### config.mk
export PLATFORM = sky130hd
export DESIGN_NAME = dual_motor_speed_ramp_pwm
export DESIGN_NICKNAME = d
export VERILOG_FILES = /design/src/design/dmsr_pkg.sv /design/src/design/dual_motor_speed_ramp_pwm.sv
export SDC_FILE = /design/constraint.sdc
export NUM_CORES = 2
export LEC_CHECK = 0
export BUFFER_PORTS_ARGS = -buffer_cell sky130_fd_sc_hd__buf_2
export CAP_MARGIN = 30
export CORE_MARGIN = 2
export CORE_UTILIZATION = 40
export CTS_CLUSTER_DIAMETER = 200
export DETAILED_ROUTE_END_ITERATION = 7
export HOLD_SLACK_MARGIN = 0.05
export SYNTH_ARGS = -nofsm -noshare
export SYNTH_HDL_FRONTEND = slang
export SYNTH_SLANG_ARGS = --single-unit
### constraint.sdc
create_clock -name i_clk -period 14.8 [get_ports i_clk]
set_input_delay 0.74 -clock i_clk [delete_from_list [all_inputs] [get_ports i_clk]]
set_output_delay 0.74 -clock i_clk [all_outputs]
set_load 0.05 [all_outputs]
### src/design/dmsr_pkg.sv
// package for the dual motor speed ramp and pwm block
// types, register indexes and fixed constants; no dependencies
package dmsr_pkg;

    localparam int SPEED_W    = 15;
    localparam int TARGET_W   = 16;
    localparam int STEP_W     = 14;
    localparam int PERIOD_W   = 10;
    localparam int CFG_IDX_W  = 2;
    localparam int CFG_DATA_W = 14;
    localparam int MAG_W      = 14;
    localparam int BASE_W     = 17;
    localparam int PROD_A_W   = 27;
    localparam int PROD_B_W   = 28;
    localparam int PROD_W     = PROD_A_W + PROD_B_W;
    localparam int QUOT_W     = 10;
    localparam int WIDE_W     = 17;

    localparam logic [STEP_W-1:0]   FULL_SCALE  = 14'd10000;
    localparam logic [BASE_W-1:0]   DUTY_OFFSET = 17'd10000;
    // ceil(2^44 / 100000), exact floor division for products below 2^27
    localparam logic [PROD_B_W-1:0] RECIP       = 28'd175921861;
    localparam int                  RECIP_SHIFT = 44;

    localparam logic [STEP_W-1:0]   RST_SPEED_CAP  = 14'd10000;
    localparam logic [STEP_W-1:0]   RST_ACCEL_STEP = 14'd30;
    localparam logic [STEP_W-1:0]   RST_DECEL_STEP = 14'd10;
    localparam logic [PERIOD_W-1:0] RST_PWM_PERIOD = 10'd799;

    typedef enum logic [1:0] {
        ACT_SET  = 2'd0,
        ACT_TICK = 2'd1,
        ACT_STOP = 2'd2
    } t_action;

    typedef enum logic [CFG_IDX_W-1:0] {
        CFG_SPEED_CAP  = 2'd0,
        CFG_ACCEL_STEP = 2'd1,
        CFG_DECEL_STEP = 2'd2,
        CFG_PWM_PERIOD = 2'd3
    } t_cfg_index;

    typedef enum logic [2:0] {
        S_IDLE,
        S_RAMP_L,
        S_RAMP_R,
        S_MUL_L,
        S_DIV_L,
        S_MUL_R,
        S_DIV_R,
        S_DONE
    } t_state;

endpackage

### src/design/dual_motor_speed_ramp_pwm.sv
// top level: two-axis speed ramp with pwm duty generation
// depends on dmsr_pkg (types, register indexes, reciprocal constant)
//
//  channel | signals                                            | dir
//  --------+----------------------------------------------------+-----
//  input   | i_in_valid/o_in_ready, action, two targets         | in
//  result  | o_out_valid/i_out_ready, four duties, flags, speeds | out
//  config  | i_cfg_wr_en, i_cfg_index, i_cfg_wdata              | in
//
// set, stop and the unused action pass from the take straight to the hand-over.
// a tick goes through the take, one ramp step per axis, two passes per axis through
// the one 27x28 multiplier (period times speed term, then the reciprocal of 100000)
// and the hand-over; the multiplier and the ramp unit are shared between the axes.
// input is taken again as soon as the result sits in the output register.
// a result that is not taken holds the next finished item in S_DONE.
// reset is synchronous, active low; state, config and block registers go to defaults (payload registers are not reset).
module dual_motor_speed_ramp_pwm #(
    parameter int DUTY_WIDTH = 10
) (
    input  logic                                   i_clk,
    input  logic                                   i_rst_n,
    input  logic                                   i_in_valid,
    output logic                                   o_in_ready,
    input  logic [1:0]                             i_action,
    input  logic signed [dmsr_pkg::TARGET_W-1:0]   i_left_target_in,
    input  logic signed [dmsr_pkg::TARGET_W-1:0]   i_right_target_in,
    output logic                                   o_out_valid,
    input  logic                                   i_out_ready,
    output logic [DUTY_WIDTH-1:0]                  o_left_forward_duty,
    output logic [DUTY_WIDTH-1:0]                  o_left_reverse_duty,
    output logic [DUTY_WIDTH-1:0]                  o_right_forward_duty,
    output logic [DUTY_WIDTH-1:0]                  o_right_reverse_duty,
    output logic                                   o_bridge_enable,
    output logic                                   o_driving,
    output logic signed [dmsr_pkg::SPEED_W-1:0]    o_left_speed_out,
    output logic signed [dmsr_pkg::SPEED_W-1:0]    o_right_speed_out,
    input  logic                                   i_cfg_wr_en,
    input  logic [dmsr_pkg::CFG_IDX_W-1:0]         i_cfg_index,
    input  logic [dmsr_pkg::CFG_DATA_W-1:0]        i_cfg_wdata
);

    localparam logic [31:0] DUTY_MAX = (32'd1 << DUTY_WIDTH) - 32'd1;

    // config registers
    logic [dmsr_pkg::STEP_W-1:0]   r_speed_cap;
    logic [dmsr_pkg::STEP_W-1:0]   r_accel_step;
    logic [dmsr_pkg::STEP_W-1:0]   r_decel_step;
    logic [dmsr_pkg::PERIOD_W-1:0] r_pwm_period;

    // block state
    logic signed [dmsr_pkg::SPEED_W-1:0] r_left_target, r_right_target;
    logic signed [dmsr_pkg::SPEED_W-1:0] r_left_speed, r_right_speed;
    logic [DUTY_WIDTH-1:0] r_duty_lf, r_duty_lr, r_duty_rf, r_duty_rr;
    logic                  r_enable;
    logic [dmsr_pkg::PROD_A_W-1:0] r_prod;

    dmsr_pkg::t_state r_state, n_state;

    // output register
    logic r_out_valid;
    logic [DUTY_WIDTH-1:0] r_o_lf, r_o_lr, r_o_rf, r_o_rr;
    logic r_o_enable, r_o_driving;
    logic signed [dmsr_pkg::SPEED_W-1:0] r_o_lspd, r_o_rspd;

    // control decoded from state
    logic w_in_take, w_out_load, w_ramp_right, w_mul_right, w_mul_stage2;

    logic [dmsr_pkg::STEP_W-1:0]          w_cap;
    logic signed [dmsr_pkg::SPEED_W-1:0]  w_ramp_spd, w_ramp_tgt, w_ramp_new;
    logic signed [dmsr_pkg::SPEED_W-1:0]  w_mul_spd;
    logic [dmsr_pkg::MAG_W-1:0]           w_mag;
    logic [dmsr_pkg::BASE_W-1:0]          w_base;
    logic [dmsr_pkg::PROD_A_W-1:0]        w_op_a;
    logic [dmsr_pkg::PROD_B_W-1:0]        w_op_b;
    logic [dmsr_pkg::PROD_W-1:0]          w_prod;
    logic [dmsr_pkg::QUOT_W-1:0]          w_quot;
    logic [DUTY_WIDTH-1:0]                w_duty;
    logic                                 w_motion;
    logic signed [dmsr_pkg::SPEED_W-1:0]  w_set_left, w_set_right;

    function automatic logic signed [dmsr_pkg::SPEED_W-1:0] f_limit(
        input logic signed [dmsr_pkg::WIDE_W-1:0] v,
        input logic [dmsr_pkg::STEP_W-1:0]       cap
    );
        logic signed [dmsr_pkg::WIDE_W-1:0] c;
        logic signed [dmsr_pkg::WIDE_W-1:0] r;
        c = $signed({3'b000, cap});
        if (v < -c) begin
            r = -c;
        end else if (v > c) begin
            r = c;
        end else begin
            r = v;
        end
        return r[dmsr_pkg::SPEED_W-1:0];
    endfunction

    function automatic logic signed [dmsr_pkg::SPEED_W-1:0] f_ramp(
        input logic signed [dmsr_pkg::SPEED_W-1:0] spd,
        input logic signed [dmsr_pkg::SPEED_W-1:0] tgt,
        input logic [dmsr_pkg::STEP_W-1:0]         up,
        input logic [dmsr_pkg::STEP_W-1:0]         dn,
        input logic [dmsr_pkg::STEP_W-1:0]         cap
    );
        logic signed [dmsr_pkg::WIDE_W-1:0] s, t, u, d, st, v;
        s = dmsr_pkg::WIDE_W'(spd);
        t = dmsr_pkg::WIDE_W'(tgt);
        u = $signed({3'b000, up});
        d = $signed({3'b000, dn});
        st = '0;
        v = s;
        if (s == t) begin
            return spd;
        end else if (s > 0 && t < 0) begin
            v = (s <= d) ? '0 : s - d;
        end else if (s < 0 && t > 0) begin
            // reversal stops at zero first
            v = (-s <= d) ? '0 : s + d;
        end else if (t > s) begin
            st = (s >= 0) ? u : d;
            v  = (t - s <= st) ? t : s + st;
        end else begin
            st = (s <= 0) ? u : d;
            v  = (s - t <= st) ? t : s - st;
        end
        return f_limit(v, cap);
    endfunction

    assign w_cap = (r_speed_cap > dmsr_pkg::FULL_SCALE) ? dmsr_pkg::FULL_SCALE : r_speed_cap;

    assign w_motion = (r_left_speed != '0) || (r_right_speed != '0) ||
                      (r_left_target != '0) || (r_right_target != '0);

    assign w_set_left  = f_limit(dmsr_pkg::WIDE_W'(i_left_target_in), w_cap);
    assign w_set_right = f_limit(dmsr_pkg::WIDE_W'(i_right_target_in), w_cap);

    // shared ramp unit
    assign w_ramp_spd = w_ramp_right ? r_right_speed  : r_left_speed;
    assign w_ramp_tgt = w_ramp_right ? r_right_target : r_left_target;
    assign w_ramp_new = f_ramp(w_ramp_spd, w_ramp_tgt, r_accel_step, r_decel_step, w_cap);

    // shared multiplier: period * (10000 + 9*|speed|), then times reciprocal
    assign w_mul_spd = w_mul_right ? r_right_speed : r_left_speed;
    always_comb begin
        logic signed [dmsr_pkg::SPEED_W-1:0] abs_v;
        abs_v = (w_mul_spd < 0) ? -w_mul_spd : w_mul_spd;
        w_mag = abs_v[dmsr_pkg::MAG_W-1:0];
    end
    assign w_base = dmsr_pkg::DUTY_OFFSET + {w_mag, 3'b000} + dmsr_pkg::BASE_W'(w_mag);
    assign w_op_a = w_mul_stage2 ? r_prod : dmsr_pkg::PROD_A_W'(r_pwm_period);
    assign w_op_b = w_mul_stage2 ? dmsr_pkg::RECIP : dmsr_pkg::PROD_B_W'(w_base);
    assign w_prod = dmsr_pkg::PROD_W'(w_op_a) * dmsr_pkg::PROD_W'(w_op_b);
    assign w_quot = w_prod[dmsr_pkg::RECIP_SHIFT +: dmsr_pkg::QUOT_W];

    always_comb begin
        if ({{(32-dmsr_pkg::QUOT_W){1'b0}}, w_quot} > DUTY_MAX) begin
            w_duty = DUTY_MAX[DUTY_WIDTH-1:0];
        end else begin
            w_duty = DUTY_WIDTH'(w_quot);
        end
    end

    // next state
    always_comb begin
        n_state = r_state;
        case (r_state)
            dmsr_pkg::S_IDLE: begin
                if (i_in_valid) begin
                    n_state = (i_action == dmsr_pkg::ACT_TICK) ? dmsr_pkg::S_RAMP_L
                                                               : dmsr_pkg::S_DONE;
                end
            end
            dmsr_pkg::S_RAMP_L: n_state = dmsr_pkg::S_RAMP_R;
            dmsr_pkg::S_RAMP_R: n_state = dmsr_pkg::S_MUL_L;
            dmsr_pkg::S_MUL_L:  n_state = dmsr_pkg::S_DIV_L;
            dmsr_pkg::S_DIV_L:  n_state = dmsr_pkg::S_MUL_R;
            dmsr_pkg::S_MUL_R:  n_state = dmsr_pkg::S_DIV_R;
            dmsr_pkg::S_DIV_R:  n_state = dmsr_pkg::S_DONE;
            dmsr_pkg::S_DONE: begin
                if (!r_out_valid || i_out_ready) begin
                    n_state = dmsr_pkg::S_IDLE;
                end
            end
            default: n_state = dmsr_pkg::S_IDLE;
        endcase
    end

    // control outputs
    always_comb begin
        o_in_ready   = 1'b0;
        w_out_load   = 1'b0;
        w_ramp_right = 1'b0;
        w_mul_right  = 1'b0;
        w_mul_stage2 = 1'b0;
        case (r_state)
            dmsr_pkg::S_IDLE:   o_in_ready = 1'b1;
            dmsr_pkg::S_RAMP_R: w_ramp_right = 1'b1;
            dmsr_pkg::S_DIV_L:  w_mul_stage2 = 1'b1;
            dmsr_pkg::S_MUL_R:  w_mul_right = 1'b1;
            dmsr_pkg::S_DIV_R: begin
                w_mul_right  = 1'b1;
                w_mul_stage2 = 1'b1;
            end
            dmsr_pkg::S_DONE:   w_out_load = !r_out_valid || i_out_ready;
            default: ;
        endcase
    end

    assign w_in_take = o_in_ready && i_in_valid;

    always_ff @(posedge i_clk) begin
        if (!i_rst_n) begin
            r_state        <= dmsr_pkg::S_IDLE;
            r_speed_cap    <= dmsr_pkg::RST_SPEED_CAP;
            r_accel_step   <= dmsr_pkg::RST_ACCEL_STEP;
            r_decel_step   <= dmsr_pkg::RST_DECEL_STEP;
            r_pwm_period   <= dmsr_pkg::RST_PWM_PERIOD;
            r_left_target  <= '0;
            r_right_target <= '0;
            r_left_speed   <= '0;
            r_right_speed  <= '0;
            r_duty_lf      <= '0;
            r_duty_lr      <= '0;
            r_duty_rf      <= '0;
            r_duty_rr      <= '0;
            r_enable       <= 1'b0;
            r_out_valid    <= 1'b0;
        end else begin
            r_state <= n_state;

            if (i_cfg_wr_en) begin
                case (i_cfg_index)
                    dmsr_pkg::CFG_SPEED_CAP:  r_speed_cap  <= i_cfg_wdata;
                    dmsr_pkg::CFG_ACCEL_STEP: r_accel_step <= i_cfg_wdata;
                    dmsr_pkg::CFG_DECEL_STEP: r_decel_step <= i_cfg_wdata;
                    dmsr_pkg::CFG_PWM_PERIOD:
                        r_pwm_period <= i_cfg_wdata[dmsr_pkg::PERIOD_W-1:0];
                    default: ;
                endcase
            end

            if (w_in_take) begin
                case (i_action)
                    dmsr_pkg::ACT_SET: begin
                        r_left_target  <= w_set_left;
                        r_right_target <= w_set_right;
                    end
                    dmsr_pkg::ACT_STOP: begin
                        r_left_target  <= '0;
                        r_right_target <= '0;
                        r_left_speed   <= '0;
                        r_right_speed  <= '0;
                        r_duty_lf      <= '0;
                        r_duty_lr      <= '0;
                        r_duty_rf      <= '0;
                        r_duty_rr      <= '0;
                        r_enable       <= 1'b0;
                    end
                    default: ;
                endcase
            end

            case (r_state)
                dmsr_pkg::S_RAMP_L: r_left_speed  <= w_ramp_new;
                dmsr_pkg::S_RAMP_R: r_right_speed <= w_ramp_new;
                dmsr_pkg::S_DIV_L: begin
                    r_duty_lf <= (r_left_speed > 0) ? w_duty : '0;
                    r_duty_lr <= (r_left_speed < 0) ? w_duty : '0;
                end
                dmsr_pkg::S_DIV_R: begin
                    r_duty_rf <= (r_right_speed > 0) ? w_duty : '0;
                    r_duty_rr <= (r_right_speed < 0) ? w_duty : '0;
                    r_enable  <= w_motion;
                end
                default: ;
            endcase

            if (w_out_load) begin
                r_out_valid <= 1'b1;
            end else if (i_out_ready) begin
                r_out_valid <= 1'b0;
            end
        end
    end

    // payload registers
    always_ff @(posedge i_clk) begin
        if (r_state == dmsr_pkg::S_MUL_L || r_state == dmsr_pkg::S_MUL_R) begin
            r_prod <= w_prod[dmsr_pkg::PROD_A_W-1:0];
        end
        if (w_out_load) begin
            r_o_lf      <= r_duty_lf;
            r_o_lr      <= r_duty_lr;
            r_o_rf      <= r_duty_rf;
            r_o_rr      <= r_duty_rr;
            r_o_enable  <= r_enable;
            r_o_driving <= w_motion;
            r_o_lspd    <= r_left_speed;
            r_o_rspd    <= r_right_speed;
        end
    end

    assign o_out_valid          = r_out_valid;
    assign o_left_forward_duty  = r_o_lf;
    assign o_left_reverse_duty  = r_o_lr;
    assign o_right_forward_duty = r_o_rf;
    assign o_right_reverse_duty = r_o_rr;
    assign o_bridge_enable      = r_o_enable;
    assign o_driving            = r_o_driving;
    assign o_left_speed_out     = r_o_lspd;
    assign o_right_speed_out    = r_o_rspd;

endmodule

Word level (Yosys, flattened, before mapping)
Cells that the tools add are included.

word-level totals
  output and inout port bits = 74
  input bits = 55
  flip-flop bits (word level) = 256

cells by class
  magnitude comparators = 23
  multipliers = 1
  add/sub/neg operators = 11
  reduce and logical (&&, ||, !) cells = 38
  equal/unequal tests = 15
  multiplexer cells = 56

operator list
  kind                    count
  $mux 15                 15
  $mux 17                 8
  $mux 10                 10
  $lt 15x1->1 const B     5
  $sub 15x15->16          4
  $gt 15x1->1 const B     4
  $pmux 15 s2             2
  $reduce_bool 15->1      4
  $mux 14                 4
  $mul 27x28->54          1
  $lt 16x17->1            2
  $add 15x15->16          2
  $gt 16x15->1            2
  $le 16x15->1            2
  $mux 28                 1
  $mux 27                 1
  $pmux 3 s8              1
  $reduce_and 2->1        10
  $reduce_bool 2->1       10
  $add 14x17->17 const A  1
  $add 17x14->17          1
  $gt 17x15->1            1
  $le 17x15->1            1
  $lt 17x17->1            1
  23 further kinds        51

Longest topological paths before layout
  word-level depth = 16
  mapped depth = 53

Worst setup path before layout
No wires, ideal clock.

  kind = register to register
  start = reg r_state[0]
  end = reg r_duty_lf[5]
  clock period less this slack = 11,386 ps
  setup slack = 3,414 ps
  arrival = 11,269 ps
  data required time = 14,683 ps
  setup time = 117 ps
  stages on the path, launching flop included = 53
  cells stage by stage = dfxtp_1 > clkbuf_1 > xor2_1 > nand2_1 > clkbuf_1 > clkbuf_1 > mux2i_1 > ha_1 > o21ai_0 > nand2_1 > xnor2_1 > ha_1 > inv_1 > ha_1 > fa_1 > a21oi_1 > o21bai_1 > a21o_1 > (+17 left out) > fa_1 > fa_1 > inv_1 > fa_1 > inv_1 > ha_1 > a21o_1 > a21o_1 > a21oi_1 > nor2b_1 > o21a_1 > a2111oi_0 > o21ai_0 > a31oi_1 > nor2_1 > a21o_1 > xor2_1 > a22o_1

on the way
  word-level cells in the longest chain between the ends = 12
  elaborated cells on any way between the ends = 24

RTL lines
  item                                        line                              source
  from (decl)                                 dual_motor_speed_ramp_pwm.sv:57   dmsr_pkg::t_state r_state, n_state;
  from (signal assigned)                      dual_motor_speed_ramp_pwm.sv:213  r_state <= dmsr_pkg::S_IDLE;
  from (signal assigned)                      dual_motor_speed_ramp_pwm.sv:229  r_state <= n_state;
  $eq 3x3->1                                  dual_motor_speed_ramp_pwm.sv:195  case (r_state)
  $reduce_or 2->1 (no line)                   n/a
  $mux 1                                      dual_motor_speed_ramp_pwm.sv:195
  $mux 15                                     dual_motor_speed_ramp_pwm.sv:143  assign w_mul_spd = w_mul_right ? r_right_speed : r_left_speed;
  $neg 14->14 or $lt 15x1->1 (tied branches)  dual_motor_speed_ramp_pwm.sv:146  abs_v = (w_mul_spd < 0) ? -w_mul_spd : w_mul_spd;
  $mux 14                                     dual_motor_speed_ramp_pwm.sv:146
  $add 14x17->17                              dual_motor_speed_ramp_pwm.sv:149  assign w_base = dmsr_pkg::DUTY_OFFSET + {w_mag, 3'b000} + dmsr_pkg::BASE_W'(w_mag);
  $add 17x14->17                              dual_motor_speed_ramp_pwm.sv:149
  $mux 28                                     dual_motor_speed_ramp_pwm.sv:151  assign w_op_b = w_mul_stage2 ? dmsr_pkg::RECIP : dmsr_pkg::PROD_B_W'(w_base);
  $mul 27x28->54                              dual_motor_speed_ramp_pwm.sv:152  assign w_prod = dmsr_pkg::PROD_W'(w_op_a) * dmsr_pkg::PROD_W'(w_op_b);
  $mux 10                                     dual_motor_speed_ramp_pwm.sv:267  r_duty_lf <= (r_left_speed > 0) ? w_duty : '0;
  $mux 10                                     dual_motor_speed_ramp_pwm.sv:263  case (r_state)
  to (signal assigned)                        dual_motor_speed_ramp_pwm.sv:267
  to (decl)                                   dual_motor_speed_ramp_pwm.sv:53   logic [DUTY_WIDTH-1:0] r_duty_lf, r_duty_lr, r_duty_rf, r_duty_rr;

Several ways; a longest one is shown, not always the timed one.
A chain may end at the register's enable or synchronous reset.

Worst setup path in the final report
  start = reg r_state[1]
  end = reg r_duty_rr[7]

on the way
  word-level cells in the longest chain between the ends = 12
  elaborated cells on any way between the ends = 24

RTL lines
  item                                        line                                                                source
  $eq 3x3->1, on equally long branches        dual_motor_speed_ramp_pwm.sv:195, dual_motor_speed_ramp_pwm.sv:263
  $reduce_or 2->1 (no line)                   n/a
  $mux 1                                      dual_motor_speed_ramp_pwm.sv:195
  $mux 15                                     dual_motor_speed_ramp_pwm.sv:143
  $neg 14->14 or $lt 15x1->1 (tied branches)  dual_motor_speed_ramp_pwm.sv:146
  $mux 14                                     dual_motor_speed_ramp_pwm.sv:146
  $add 14x17->17                              dual_motor_speed_ramp_pwm.sv:149
  $add 17x14->17                              dual_motor_speed_ramp_pwm.sv:149
  $mux 28                                     dual_motor_speed_ramp_pwm.sv:151
  $mul 27x28->54                              dual_motor_speed_ramp_pwm.sv:152
  $mux 10                                     dual_motor_speed_ramp_pwm.sv:272                                    r_duty_rr <= (r_right_speed < 0) ? w_duty : '0;
  $mux 10                                     dual_motor_speed_ramp_pwm.sv:263
  to (signal assigned)                        dual_motor_speed_ramp_pwm.sv:272
  to (decl)                                   dual_motor_speed_ramp_pwm.sv:53

Several ways; a longest one is shown, not always the timed one.

==> reports/qor.txt <==
Final instance area -> 42780 um2
Ys async rst share -> 0
Largest net degree at the start of global routing -> 57
Critical Path Sink Type -> flip-flop
Initial antenna violation count -> 8
Antenna-violating nets left -> 0
Routed WL -> 133300 um
Residual DRC -> 0
CTS tree -> built
Postcts setup bufs -> 0
CP peak stage delay -> 0.75 ns
Routability cong. -> 0.9996
First-pass GRT wire length -> 202100 um
Worst Hold Class -> input pin to flip-flop
Layout cell share with drive strength beyond 1 -> 0.06555
Die W -> 316.6 um
Syn. warnings -> 0
Clock buffer depth -> 3
Clock slew at reported path FFs -> 0.07 ns
CP required -> 15.35 ns
Sum Neg Setup Slack -> 0 ns
Worst-Margin Slew -> 1.210 ns
Clock Sinks -> 256
Seq cells post-synth -> 256
Final setup vio count -> 0
Max Slew Vio Count -> 0
Clock Latency Late Sink -> 0.63 ns
Final hold viol count -> 0
Most used cell, CP -> fa_1
Setup Crit Path Kind -> flip-flop to flip-flop
Maxcap violations -> 0
Clock Skews -> 0.03828 ns
Die footprint -> 100200 um2
Router iterations before antenna repair -> 6
Initial drt markers -> 2458
CP max-delay cell -> dfxtp_1
Routed vias -> 31820
WL/cell -> 22.69 um
Synth Instances -> 4346
Syn_area_per_cell -> 8.995 um2
Post-DP HPWL -> 112100 um
H-tree depth -> 1
Initial Utilization -> 0.4042
Tmin final -> 13.03 ns
# IOs -> 129
Sequential area share after synthesis -> 0.1565
CTS Hold Bufs -> 0
RSZ-0062 raised after global routing -> no
Cts repair resizes -> 0
Fin crit share -> 0.8801
Overall Global Routing Usage -> 0.2694
Number of synthesized flops with an enable pin -> 99
Root Buffer -> clkbuf_16
CP top delay family -> adder cells
Primary FF master, synth -> dfxtp_1
Max-Slew Margin vs Limit -> 0.1930
Grt total ovfl -> 0
Fmax -> 76.77 MHz
Number of global-route vias before repair -> 32340
Vias/cell -> 5.416
CP bufs+invs -> 7
Arrival @ worst endpoint -> 13.57 ns
Area after DPL -> 41740 um2
Vert. Die Dim -> 316.6 um
Startpoint types -> flip-flop
# nets final -> 5640
Area Overhead vs Synth -> 9.449%
Num CTS Buffers -> 31
Unique masters post-synth -> 92
Port bufs -> 128
Core Box Area -> 96710 um2
Mapped Area -> 39090 um2
Worst Path Max Fanout -> 20
Status -> complete, no violations
Site row count -> 114
worst paths after layout:
kind                         from                      end  slack [ns]  depth (start not counted)
setup / recovery       r_state[1]             r_duty_rr[7]        1.77                         44
hold / removal    i_cfg_wdata[11]         r_accel_step[11]        0.42                          3
setup reg to reg       r_state[1]             r_duty_rr[7]        1.77                         44
hold reg to reg      r_duty_rf[1]  o_right_forward_duty[1]        0.44                          0
worst min-delay path: stages:
cell and delay, ns:
buf_2 0.14, nand2_1 0.06, a21boi_0 0.06
synthesized netlist by cell type (12+ instances only):
master,number,area share
fa_1,528,0.27
dfxtp_1,157,0.080
or3_1,17,0.0027
edfxtp_1,99,0.076
xor2_1,37,0.0083
o21a_1,51,0.0098
ha_1,490,0.16
a22oi_1,12,0.0023
buf_1,12,0.0012
nor2b_1,48,0.0077
o21bai_1,15,0.0029
mux2i_1,59,0.015
and3_1,30,0.0048
nand2b_1,53,0.0085
a22o_1,47,0.011
inv_1,785,0.075
clkbuf_1,98,0.0094
mux2_2,26,0.0075
nand2_1,464,0.045
a31oi_1,16,0.0026
buf_2,12,0.0015
nor3_1,58,0.0074
a211oi_1,28,0.0054
o221ai_1,17,0.0038
o211ai_1,23,0.0044
xnor2_1,88,0.020
nand3_1,76,0.0097
o31a_1,14,0.0031
o21ai_0,149,0.019
nor4_1,24,0.0038
a21o_1,72,0.014
o31ai_1,14,0.0027
nand4_1,30,0.0048
nor2_1,213,0.020
a21boi_0,47,0.0090
and2_1,38,0.0061
a21oi_1,208,0.027
or2_2,20,0.0032
through the flow:
step | setup WS [ns] | std cells | utilization | hold WS [ns]
after detailed placement | 1.961 | 5809 | 0.4316 | 0.4216
final | 1.775 | 5874 | 0.4424 | 0.4226
after global routing | 1.010 | 5870 | 0.4423 | 0.4268
after floorplan | 3.414 | 4497 | - | 0.4079
after global placement | 2.046 | 5806 | 0.4312 | 0.4167
after CTS | 1.854 | 5867 | 0.4421 | 0.3995
state kept, by name (all words and copies together), names as in the netlist, 3 cells and up:
signal,count
r_prod,27
o_right_forward_duty,10
r_decel_step,14
r_pwm_period,10
o_left_speed_out,15
r_right_target,15
r_state,3
r_duty_lr,10
r_accel_step,14
r_duty_rr,10
r_right_speed,15
o_left_forward_duty,10
r_speed_cap,14
r_duty_lf,10
r_left_speed,15
r_left_target,15
o_right_reverse_duty,10
o_right_speed_out,15
r_duty_rf,10
o_left_reverse_duty,10
kinds of logic (layout without fill, tap and decap cells):
logic type	after synthesis	count (layout)	synth area share
AO/OA/AOI/OAI	832	832	0.1428
XOR/XNOR	125	125	0.02801
adder cells (fa/ha/maj)	1018	1018	0.4272
buffers and inverters	916	1011	0.08920
flip-flops	256	256	0.1565
multiplexers	91	91	0.02468
other	2	159	0.0001921
AND/OR/NAND/NOR	1106	1106	0.1314
final cells by class:
type                    instances  area (um2)
flip-flops and latches        256        6116
multi-input cells            3325       30140
clock buffers                  37       798.3
clock inverters                21       225.2
well taps                    1276        1597
inverters                     787        2954
diodes                          6       15.01
fillers                      9629       53920
repair buffers                166       943.4
layer usage:
layer / share of wire / GRT usage / vias up
li1: - / - / 14770
met4: 0.050 / 0.1140 / 0
met5: 0 / 0 / -
met3: 0.069 / 0.04035 / 287
met1: 0.41 / 0.3449 / 15600
met2: 0.47 / 0.4536 / 1160
placed cells by master (no fill, tap or decap), drive strengths merged, types with 17 or more instances in the layout:
cell	count
or3	17
nor2	214
mux2	31
or2	21
ha	490
edfxtp	99
conb	153
xnor2	88
nand4	30
fa	528
a22o	47
buf	166
o21a	51
a211oi	30
clkbuf	37
o221ai	17
a21oi	208
o211ai	23
a21o	72
nand2	464
nor2b	48
inv	793
o21ai	158
nor4	25
nand2b	53
a21boi	47
dfxtp	157
mux2i	60
nand3	77
and2	40
and3	30
xor2	37
nor3	58
Power is not shown: default switching activity piles up to over one toggle a cycle in this logic, so the estimate is an artifact.
